==> src/sv/ifps_pkg.sv <==
// shared types and constants of the isp flash page sequencer
package ifps_pkg;

    // largest device the sequencer addresses, in pages
    localparam int MAX_PAGES = 1024;

    localparam int SHIFT_W   = 3;
    localparam int LIMIT_W   = 11;
    localparam int WIDX_W    = 8;
    localparam int PAGE_W    = 11;
    localparam int ADDR_W    = 16;
    localparam int ADDR_SPAN = PAGE_W + (1 << SHIFT_W) - 1;
    localparam int CFG_IDX_W = 1;
    localparam int CFG_DATA_W = LIMIT_W;

    // command queue between front and back
    localparam int QDEPTH = 4;
    localparam int QPTR_W = $clog2(QDEPTH);
    localparam int QCNT_W = $clog2(QDEPTH + 1);

    // serial programming instruction bytes
    localparam logic [7:0] OP_ERASE      = 8'hAC;
    localparam logic [7:0] OP_ERASE_ARG  = 8'h80;
    localparam logic [7:0] OP_LOAD_LOW   = 8'h40;
    localparam logic [7:0] OP_LOAD_HIGH  = 8'h48;
    localparam logic [7:0] OP_WRITE_PAGE = 8'h4C;

    typedef enum logic [CFG_IDX_W-1:0] {
        REG_PAGE_SHIFT = 1'b0,
        REG_PAGE_LIMIT = 1'b1
    } cfg_reg_t;

    typedef struct packed {
        logic [SHIFT_W-1:0] page_shift;
        logic [LIMIT_W-1:0] page_limit;
    } cfg_t;

    typedef enum logic [1:0] {
        CMD_ERASE,
        CMD_OVERFLOW,
        CMD_LOAD,
        CMD_LOAD_WRITE
    } cmd_kind_t;

    typedef struct packed {
        cmd_kind_t           kind;
        logic [WIDX_W-1:0]   widx;
        logic [7:0]          lo;
        logic [7:0]          hi;
        logic [ADDR_W-1:0]   addr;
    } cmd_t;

    typedef struct packed {
        logic full;
        logic empty;
    } q_status_t;

endpackage

==> src/sv/ifps_word_if.sv <==
// input channel: program words and start items
interface ifps_word_if;
    logic       valid;
    logic       ready;
    logic       mode;
    logic [7:0] low_byte;
    logic [7:0] high_byte;
    logic       final_word;

    modport source (output valid, output mode, output low_byte, output high_byte,
                    output final_word, input ready);
    modport sink   (input valid, input mode, input low_byte, input high_byte,
                    input final_word, output ready);
endinterface

==> src/sv/ifps_frame_if.sv <==
// output channel: instruction frames
interface ifps_frame_if;
    logic        valid;
    logic        ready;
    logic [31:0] frame;
    logic        wait_ready;
    logic        overflow;
    logic        end_of_run;

    modport source (output valid, output frame, output wait_ready, output overflow,
                    output end_of_run, input ready);
    modport sink   (input valid, input frame, input wait_ready, input overflow,
                    input end_of_run, output ready);
endinterface

==> src/sv/isp_flash_page_sequencer.sv <==
// top level of the isp flash page sequencer: config registers and unit wiring
// a word transfer is written into the command queue, then its first frame is loaded
//   into the output register and is valid from then on
// throughput: one frame per cycle while the receiver is ready; start and rejected words
//   give one frame, data words two, or three when the page write frame follows
// the rate is set by the single output register of the frame emitter
// reset: counters clear, page_shift returns to 5 and page_limit to 256
module isp_flash_page_sequencer
    import ifps_pkg::*;
(
    input  logic                  clk,
    input  logic                  rst_n,
    input  logic                  cfg_we,
    input  logic [CFG_IDX_W-1:0]  cfg_index,
    input  logic [CFG_DATA_W-1:0] cfg_data,
    ifps_word_if.sink             words,
    ifps_frame_if.source          frames
);

    // configuration registers; the user must write them only while the block is idle, the block does not enforce it
    cfg_t      cfg_reg;

    // front to queue
    logic      push;
    cmd_t      push_cmd;

    // queue to back
    cmd_t      head;
    logic      pop;
    q_status_t q_stat;

    always_ff @(posedge clk or negedge rst_n)
    begin
        if (!rst_n)
        begin
            cfg_reg.page_shift <= SHIFT_W'(5);
            cfg_reg.page_limit <= LIMIT_W'(256);
        end
        else if (cfg_we)
        begin
            case (cfg_reg_t'(cfg_index))
                REG_PAGE_SHIFT: cfg_reg.page_shift <= cfg_data[SHIFT_W-1:0];
                REG_PAGE_LIMIT: cfg_reg.page_limit <= cfg_data[LIMIT_W-1:0];
                default:        cfg_reg <= cfg_reg;
            endcase
        end
    end

    // front: takes each word transfer, updates word and page position,
    // and turns the word into one command for the back end
    ifps_front u_front (
        .clk      (clk),
        .rst_n    (rst_n),
        .cfg      (cfg_reg),
        .words    (words),
        .q_stat   (q_stat),
        .push     (push),
        .push_cmd (push_cmd)
    );

    // decoupling queue, lets the front keep taking words while frames drain
    ifps_cmd_queue u_queue (
        .clk      (clk),
        .rst_n    (rst_n),
        .push     (push),
        .push_cmd (push_cmd),
        .pop      (pop),
        .head     (head),
        .q_stat   (q_stat)
    );

    // back: one frame per cycle into the output register while the receiver is ready, pops
    // the command with its last frame
    ifps_back u_back (
        .clk    (clk),
        .rst_n  (rst_n),
        .head   (head),
        .q_stat (q_stat),
        .pop    (pop),
        .frames (frames)
    );

endmodule

==> src/sv/ifps_front.sv <==
// front end: accepts words, tracks page position and classifies each transfer
module ifps_front
    import ifps_pkg::*;
(
    input  logic            clk,
    input  logic            rst_n,
    input  cfg_t            cfg,
    ifps_word_if.sink       words,
    input  q_status_t       q_stat,
    output logic            push,
    output cmd_t            push_cmd
);

    logic [WIDX_W-1:0]    word_index_reg, word_index_next;
    logic [PAGE_W-1:0]    page_index_reg, page_index_next;
    logic                 overflowed_reg, overflowed_next;
    logic [PAGE_W-1:0]    limit;
    logic [WIDX_W-1:0]    widx_inc;
    logic [WIDX_W-1:0]    page_words;
    logic [ADDR_SPAN-1:0] addr_span;
    logic                 page_done;

    assign words.ready = !q_stat.full;
    assign push        = words.valid && !q_stat.full;

    always_comb
    begin
        limit      = (int'(cfg.page_limit) > MAX_PAGES) ? PAGE_W'(MAX_PAGES) : cfg.page_limit;
        widx_inc   = word_index_reg + WIDX_W'(1);
        page_words = WIDX_W'(1) << cfg.page_shift;
        page_done  = (widx_inc >= page_words) || words.final_word;
        addr_span  = ADDR_SPAN'(page_index_reg) << cfg.page_shift;

        word_index_next = word_index_reg;
        page_index_next = page_index_reg;
        overflowed_next = overflowed_reg;

        push_cmd.kind = CMD_ERASE;
        push_cmd.widx = word_index_reg;
        push_cmd.lo   = words.low_byte;
        push_cmd.hi   = words.high_byte;
        push_cmd.addr = addr_span[ADDR_W-1:0];

        if (!words.mode)
        begin
            word_index_next = '0;
            page_index_next = '0;
            overflowed_next = 1'b0;
        end
        else if (overflowed_reg || (page_index_reg >= limit))
        begin
            push_cmd.kind   = CMD_OVERFLOW;
            overflowed_next = 1'b1;
        end
        else if (page_done)
        begin
            push_cmd.kind   = CMD_LOAD_WRITE;
            word_index_next = '0;
            page_index_next = page_index_reg + PAGE_W'(1);
        end
        else
        begin
            push_cmd.kind   = CMD_LOAD;
            word_index_next = widx_inc;
        end
    end

    always_ff @(posedge clk or negedge rst_n)
    begin
        if (!rst_n)
        begin
            word_index_reg <= '0;
            page_index_reg <= '0;
            overflowed_reg <= 1'b0;
        end
        else if (push)
        begin
            word_index_reg <= word_index_next;
            page_index_reg <= page_index_next;
            overflowed_reg <= overflowed_next;
        end
    end

    // page counter stops at the device size
    a_page_bound: assert property (@(posedge clk) disable iff (!rst_n)
        int'(page_index_reg) <= MAX_PAGES)
        else $error("page index beyond device size");

endmodule

==> src/sv/ifps_cmd_queue.sv <==
// short command queue between front end and frame emitter
module ifps_cmd_queue
    import ifps_pkg::*;
(
    input  logic       clk,
    input  logic       rst_n,
    input  logic       push,
    input  cmd_t       push_cmd,
    input  logic       pop,
    output cmd_t       head,
    output q_status_t  q_stat
);

    cmd_t              mem [QDEPTH];
    logic [QPTR_W-1:0] wr_ptr_reg;
    logic [QPTR_W-1:0] rd_ptr_reg;
    logic [QCNT_W-1:0] count_reg;

    assign head         = mem[rd_ptr_reg];
    assign q_stat.full  = (int'(count_reg) == QDEPTH);
    assign q_stat.empty = (count_reg == '0);

    always_ff @(posedge clk)
    begin
        if (push)
        begin
            mem[wr_ptr_reg] <= push_cmd;
        end
    end

    always_ff @(posedge clk or negedge rst_n)
    begin
        if (!rst_n)
        begin
            wr_ptr_reg <= '0;
            rd_ptr_reg <= '0;
            count_reg  <= '0;
        end
        else
        begin
            if (push)
            begin
                wr_ptr_reg <= wr_ptr_reg + QPTR_W'(1);
            end
            if (pop)
            begin
                rd_ptr_reg <= rd_ptr_reg + QPTR_W'(1);
            end
            if (push && !pop)
            begin
                count_reg <= count_reg + QCNT_W'(1);
            end
            else if (pop && !push)
            begin
                count_reg <= count_reg - QCNT_W'(1);
            end
        end
    end

    a_no_overfill: assert property (@(posedge clk) disable iff (!rst_n)
        q_stat.full |-> !push)
        else $error("push into full command queue");

    a_no_underrun: assert property (@(posedge clk) disable iff (!rst_n)
        pop |-> !q_stat.empty)
        else $error("pop from empty command queue");

endmodule

==> src/sv/ifps_back.sv <==
// back end: expands queued commands into frames through the output register
module ifps_back
    import ifps_pkg::*;
(
    input  logic        clk,
    input  logic        rst_n,
    input  cmd_t        head,
    input  q_status_t   q_stat,
    output logic        pop,
    ifps_frame_if.source frames
);

    typedef enum logic [1:0] {
        STEP_LOW,
        STEP_HIGH,
        STEP_WRITE
    } step_t;

    step_t       step_reg, step_next;
    logic        valid_reg, valid_next;
    logic [31:0] frame_reg, frame_next;
    logic        wait_reg, wait_next;
    logic        ovf_reg, ovf_next;
    logic        eor_reg, eor_next;
    logic        load;
    logic        take;

    assign frames.valid      = valid_reg;
    assign frames.frame      = frame_reg;
    assign frames.wait_ready = wait_reg;
    assign frames.overflow   = ovf_reg;
    assign frames.end_of_run = eor_reg;

    always_comb
    begin
        load = !valid_reg || frames.ready;
        take = load && !q_stat.empty;

        frame_next = '0;
        wait_next  = 1'b0;
        ovf_next   = 1'b0;
        eor_next   = 1'b1;

        case (head.kind)
            CMD_ERASE:
            begin
                frame_next = {OP_ERASE, OP_ERASE_ARG, 16'h0000};
            end
            CMD_OVERFLOW:
            begin
                ovf_next = 1'b1;
            end
            CMD_LOAD, CMD_LOAD_WRITE:
            begin
                case (step_reg)
                    STEP_LOW:
                    begin
                        frame_next = {OP_LOAD_LOW, 8'h00, head.widx, head.lo};
                        eor_next   = 1'b0;
                    end
                    STEP_HIGH:
                    begin
                        frame_next = {OP_LOAD_HIGH, 8'h00, head.widx, head.hi};
                        eor_next   = (head.kind == CMD_LOAD);
                    end
                    STEP_WRITE:
                    begin
                        frame_next = {OP_WRITE_PAGE, head.addr, 8'h00};
                        wait_next  = 1'b1;
                    end
                    default:
                    begin
                        frame_next = '0;
                    end
                endcase
            end
            default:
            begin
                frame_next = '0;
            end
        endcase

        pop = take && eor_next;

        step_next = step_reg;
        if (take)
        begin
            if (eor_next)
            begin
                step_next = STEP_LOW;
            end
            else if (step_reg == STEP_LOW)
            begin
                step_next = STEP_HIGH;
            end
            else
            begin
                step_next = STEP_WRITE;
            end
        end

        valid_next = load ? !q_stat.empty : valid_reg;
    end

    always_ff @(posedge clk or negedge rst_n)
    begin
        if (!rst_n)
        begin
            step_reg  <= STEP_LOW;
            valid_reg <= 1'b0;
            frame_reg <= '0;
            wait_reg  <= 1'b0;
            ovf_reg   <= 1'b0;
            eor_reg   <= 1'b0;
        end
        else
        begin
            step_reg  <= step_next;
            valid_reg <= valid_next;
            if (take)
            begin
                frame_reg <= frame_next;
                wait_reg  <= wait_next;
                ovf_reg   <= ovf_next;
                eor_reg   <= eor_next;
            end
        end
    end

    a_ovf_blank: assert property (@(posedge clk) disable iff (!rst_n)
        (valid_reg && ovf_reg) |-> (frame_reg == '0 && eor_reg && !wait_reg))
        else $error("overflow result carries a frame");

    a_poll_on_write: assert property (@(posedge clk) disable iff (!rst_n)
        (valid_reg && wait_reg) |-> (eor_reg && frame_reg[31:24] == OP_WRITE_PAGE))
        else $error("poll mark on a frame other than page write");

endmodule

==> src/flat_wrapper.sv <==
// flat-port wrapper written by rule: the top's interface ports become plain ports
module isp_flash_page_sequencer_flat import ifps_pkg::*;
  (clk, rst_n, cfg_we, cfg_index, cfg_data, words_valid, words_mode, words_low_byte, words_high_byte, words_final_word, words_ready, frames_valid, frames_frame, frames_wait_ready, frames_overflow, frames_end_of_run, frames_ready);
  ifps_word_if words_i ();
  ifps_frame_if frames_i ();
  input  logic clk;
  input  logic rst_n;
  input  logic cfg_we;
  input  logic [CFG_IDX_W-1:0] cfg_index;
  input  logic [CFG_DATA_W-1:0] cfg_data;
  input wire logic [$bits(words_i.valid)-1:0] words_valid;
  input wire logic [$bits(words_i.mode)-1:0] words_mode;
  input wire logic [$bits(words_i.low_byte)-1:0] words_low_byte;
  input wire logic [$bits(words_i.high_byte)-1:0] words_high_byte;
  input wire logic [$bits(words_i.final_word)-1:0] words_final_word;
  output wire logic [$bits(words_i.ready)-1:0] words_ready;
  output wire logic [$bits(frames_i.valid)-1:0] frames_valid;
  output wire logic [$bits(frames_i.frame)-1:0] frames_frame;
  output wire logic [$bits(frames_i.wait_ready)-1:0] frames_wait_ready;
  output wire logic [$bits(frames_i.overflow)-1:0] frames_overflow;
  output wire logic [$bits(frames_i.end_of_run)-1:0] frames_end_of_run;
  input wire logic [$bits(frames_i.ready)-1:0] frames_ready;
  assign words_i.valid = words_valid;
  assign words_i.mode = words_mode;
  assign words_i.low_byte = words_low_byte;
  assign words_i.high_byte = words_high_byte;
  assign words_i.final_word = words_final_word;
  assign words_ready = words_i.ready;
  assign frames_valid = frames_i.valid;
  assign frames_frame = frames_i.frame;
  assign frames_wait_ready = frames_i.wait_ready;
  assign frames_overflow = frames_i.overflow;
  assign frames_end_of_run = frames_i.end_of_run;
  assign frames_i.ready = frames_ready;
  isp_flash_page_sequencer u_core (.clk(clk), .rst_n(rst_n), .cfg_we(cfg_we), .cfg_index(cfg_index), .cfg_data(cfg_data), .words(words_i), .frames(frames_i));
endmodule
==> config.mk <==
export PLATFORM = sky130hd
export DESIGN_NAME = isp_flash_page_sequencer_flat
export DESIGN_NICKNAME = d
export VERILOG_FILES = /design/src/sv/ifps_pkg.sv /design/src/sv/ifps_word_if.sv /design/src/sv/ifps_frame_if.sv /design/src/sv/isp_flash_page_sequencer.sv /design/src/sv/ifps_front.sv /design/src/sv/ifps_cmd_queue.sv /design/src/sv/ifps_back.sv /design/src/flat_wrapper.sv
export SDC_FILE = /design/constraint.sdc
export NUM_CORES = 1
export LEC_CHECK = 0
export BUFFER_PORTS_ARGS = -buffer_cell sky130_fd_sc_hd__clkbuf_2
export CELL_PAD_IN_SITES_DETAIL_PLACEMENT = 1
export CELL_PAD_IN_SITES_GLOBAL_PLACEMENT = 2
export CORE_ASPECT_RATIO = 2
export CORE_MARGIN = 2
export CORE_UTILIZATION = 25
export DETAILED_ROUTE_END_ITERATION = 16
export PLACE_DENSITY_LB_ADDON = 0.15
export SLEW_MARGIN = 20
export SYNTH_ARGS = -nofsm -noshare
export SYNTH_HDL_FRONTEND = slang
export SYNTH_HIERARCHICAL = 1
export SYNTH_SLANG_ARGS = --single-unit
==> constraint.sdc <==
create_clock -name clk -period 3.2 [get_ports clk]
set_clock_uncertainty 0.15 [all_clocks]
set_input_delay 0.8 -clock clk [delete_from_list [all_inputs] [get_ports clk]]
set_output_delay 0.8 -clock clk [all_outputs]
set_load 0.01 [all_outputs]
==> impl_metrics.toml <==
[outcome]
status = "completed"

[floorplanning]
ioPinCount = 72
die_area_um2 = 45370
rows = 108
die_w_um = 151.6
die_y_um = 299.2
core_area_um2 = 43240
start_util_pct = 25.20

[critical_path]
rr_worst_depth = 12
regToRegSetupSlack_ns = 0.14
required_ns = 3.51
crit_arrival_ns = 3.37
critPathLaunchType = "register"
worstReg2RegStart = "u_core/u_front/word_index_reg[1]"
end_kind = "register"
path_class = "register to register"
critPathMaxFanout = 17
reg2reg_to = "u_core/u_front/page_index_reg[6]"

[grt]
grt_overflow_total = 0
track_usage_pct = 12.80
grt_pass1_wl_um = 43700
antenna_found_initial = 0
grt_max_degree = 43
grt_pass1_vias = 7249

[synth]
syn_inst = 710
yosys.area.top_type_share_pct = 46.30
synth_top_flop_cell = "edfxtp_1"
synth_area_per_cell_um2 = 15.35
async_flop_share_pct = 30.86
synth_area_leaders = "edfxtp_1 (46%), dfrtp_1 (17%), mux4_2 (7.9%)"
synth_seq_area_share_pct = 63.56
synth-seq-cells = 243
synthesis.area_um2 = 10900
synth_top_area_cell = "edfxtp_1"
synth-edff-count = 168
synth_cell_type_count = 66
synth_warnings = 6

[timing]
fin_crit_ns = 3.063
finalSetupViolCount = 0
hold_viol = 0
fin_crit_sh_pct = 95.71
tightest_slew_ns = 0.6924
max_freq_mhz = 326.5
maxSlewHeadroom_pct = 53.84
maxSlewViolCount = 0
grt_setup_unrepaired = "no"
setup_tns_ns = 0
setup_ws_ns = 0.1372

[routing]
antenna_left = 0
drc_errors = 0
routed_via_density = 4.607
drt_first_pass_iters = 6
routedWlPerCell_um = 20.75
wl_um = 28110
drt_iter0_drc = 217
vias = 6242

[pwr]
p_switching_mw = 3.340
power.internal_mw = 7.175
switching_share_pct = 31.76
pwr-share-clk_pct = 28.2
power_frac_seq_pct = 41.8
ir_drop_uv = 378.2
p_per_area_nw_per_um2 = 824.7
p_leak_nw = 4.779
power_frac_comb_pct = 30.0

[cts]
path_clk_slew_ns = 0.06
worstSkewPairLatency_ns = 0.53
cts_hold_buffers = 0
cts_buffers = 25
cts_tree = "done"
cts_root_buf = "clkbuf_16"
cts_num_sinks = 243
cts.path.max_buffers = 3
ctsHtreeMaxLevel = 1

[final_layout]
fillCellCount = 4616
areaGrowthSynthToFinish_pct = 17.01
nNetsFinal = 853
n_antenna_cell = 0
drive_gt1_share_pct = 28.20
largest_reg_flops = 168
final_cell_area_um2 = 12750

[placed_design]
dp_hpwl_um = 19530
placed_area_um2 = 11880
gp_congestion = 0.7356
preCtsSetupSlack_ns = 0.05669
portBuffers = 68

[min_path]
min_path_type = "input pin to async pin"

[run]
cap_violations = 0
[cells in the final DEF (no fill, tap or decap), drive strengths merged, types with 3 or more instances in the layout]
| cell type | count |
|---|---|
| nand2b | 7 |
| buf | 40 |
| edfxtp | 168 |
| or2 | 4 |
| clkinv | 3 |
| ha | 30 |
| o22ai | 4 |
| nor3 | 7 |
| clkbuf | 103 |
| or3 | 3 |
| inv | 24 |
| bufinv | 3 |
| o31ai | 3 |
| o311ai | 3 |
| conb | 3 |
| dfrtp | 72 |
| mux2 | 23 |
| xor2 | 7 |
| and2 | 7 |
| nand3 | 19 |
| nor2 | 14 |
| o211ai | 11 |
| a211oi | 3 |
| a21oi | 10 |
| o21ai | 52 |
| xnor2 | 5 |
| mux2i | 12 |
| mux4 | 42 |
| or4 | 7 |
| nor2b | 4 |
| nand2 | 54 |
| o2bb2ai | 16 |
| a22oi | 17 |
| dfstp | 3 |
[through the flow]
stage / utilization (%) / hold slack (ns) / std cells / total power [mW]
global route: 29.48 / 0.1159 / 1355 / 11.15
floorplan: - / 0.3062 / 712 / 6.632
detailed placement: 27.48 / 0.3356 / 1308 / 7.741
finish: 29.48 / 0.09350 / 1355 / 10.51
CTS: 29.37 / 0.09939 / 1353 / 10.76
global placement: 27.48 / 0.3248 / 1308 / 7.641
[per-layer routing]
layer / global-route usage, % / wire [um] / part of all wire (%) / up-vias
met5: 0 / 0 / 0 / -
met4: 3.902 / 624 / 2.2 / 0
met3: 1.781 / 1017 / 3.6 / 35
met2: 25.99 / 16550 / 59 / 112
met1: 12.98 / 9916 / 35 / 3236
li1: - / - / - / 2859
[how the worst max path moves through the flow]
stage / start / endpoint / slack (ns) / depth (start not counted)
finish: u_core/u_front/word_index_reg[1] / u_core/u_front/page_index_reg[6] / 0.14 / 12
floorplan: u_core/cfg_reg[11] / u_core/u_front/word_index_reg[5] / 0.08 / 10
global route: u_core/u_front/word_index_reg[1] / u_core/u_front/page_index_reg[6] / 0.01 / 12
global placement: u_core/u_front/word_index_reg[0] / u_core/u_front/page_index_reg[6] / 0.12 / 12
detailed placement: u_core/u_front/word_index_reg[0] / u_core/u_front/page_index_reg[6] / 0.06 / 12
CTS: u_core/u_front/word_index_reg[1] / u_core/u_front/page_index_reg[6] / 0.02 / 12
[cell families after synthesis]
kind of cell | synth area share [%]
simple gates | 6.236
fa+ha+maj | 3.629
mux | 12.30
other cells | 0.03442
xor+xnor | 0.9646
buf+inv | 4.616
compound gates | 8.659
flops | 63.56
[cells in the mapped netlist (4+ instances only)]
cell       number
o2bb2ai_2       9
buf_4          21
o21ai_1        20
nor2_1         14
buf_2          10
mux2_2         10
nor3_1          7
xor2_1          7
and2_1          7
mux4_1          4
mux2i_1        12
buf_12          5
o211ai_1       10
or4_1           6
edfxtp_1      168
clkbuf_1       18
mux2_1         13
dfrtp_1        72
o2bb2ai_1       7
o22ai_1         4
nand2b_1        7
ha_1           30
nand3_1        19
mux4_2         38
nand2_1        54
inv_1          19
o21ai_0        32
xnor2_1         5
a22oi_1        17
a21oi_1         8
[what timing repair did]
item | CTS | global route
setup buffers | 0 | 2
resized for setup | 0 | 8
endpoints found under the setup margin | 0 | 16
[worst max-delay path: stages (launching register included)]
cell,delay [ns]
dfrtp_2,0.41
and3_1,0.17
nand3_1,0.13
nor2_1,0.15
xnor2_1,0.16
inv_1,0.07
ha_1,0.32
nand3_2,0.11
o31ai_4,0.40
o211ai_4,0.17
buf_12,0.18
or4_1,0.47
nand3_1,0.10
[power groups by stage]
stage | sequential [mW] | combinational (mW) | clock [mW]
6_report | 4.40 | 3.15 | 2.96
5_1_grt | 4.47 | 3.50 | 3.18
4_1_cts | 4.41 | 3.27 | 3.08
3_5_place_dp | 4.47 | 3.27 | 0
3_3_place_gp | 4.43 | 3.22 | 0
2_1_floorplan | 4.42 | 2.21 | 0
[area by class of cell]
class                      count  area (um2)  area share (%)
sequential                   243        6930           54.36
inverter                      23       86.33          0.6772
clock buffer                  36       688.2           5.398
tap                          550       688.2           5.398
clock inverter                 9       131.4           1.031
timing repair buffer         107       710.7           5.575
multi-input combinational    387        3513           27.56
Power figures use the tool's default switching activity.
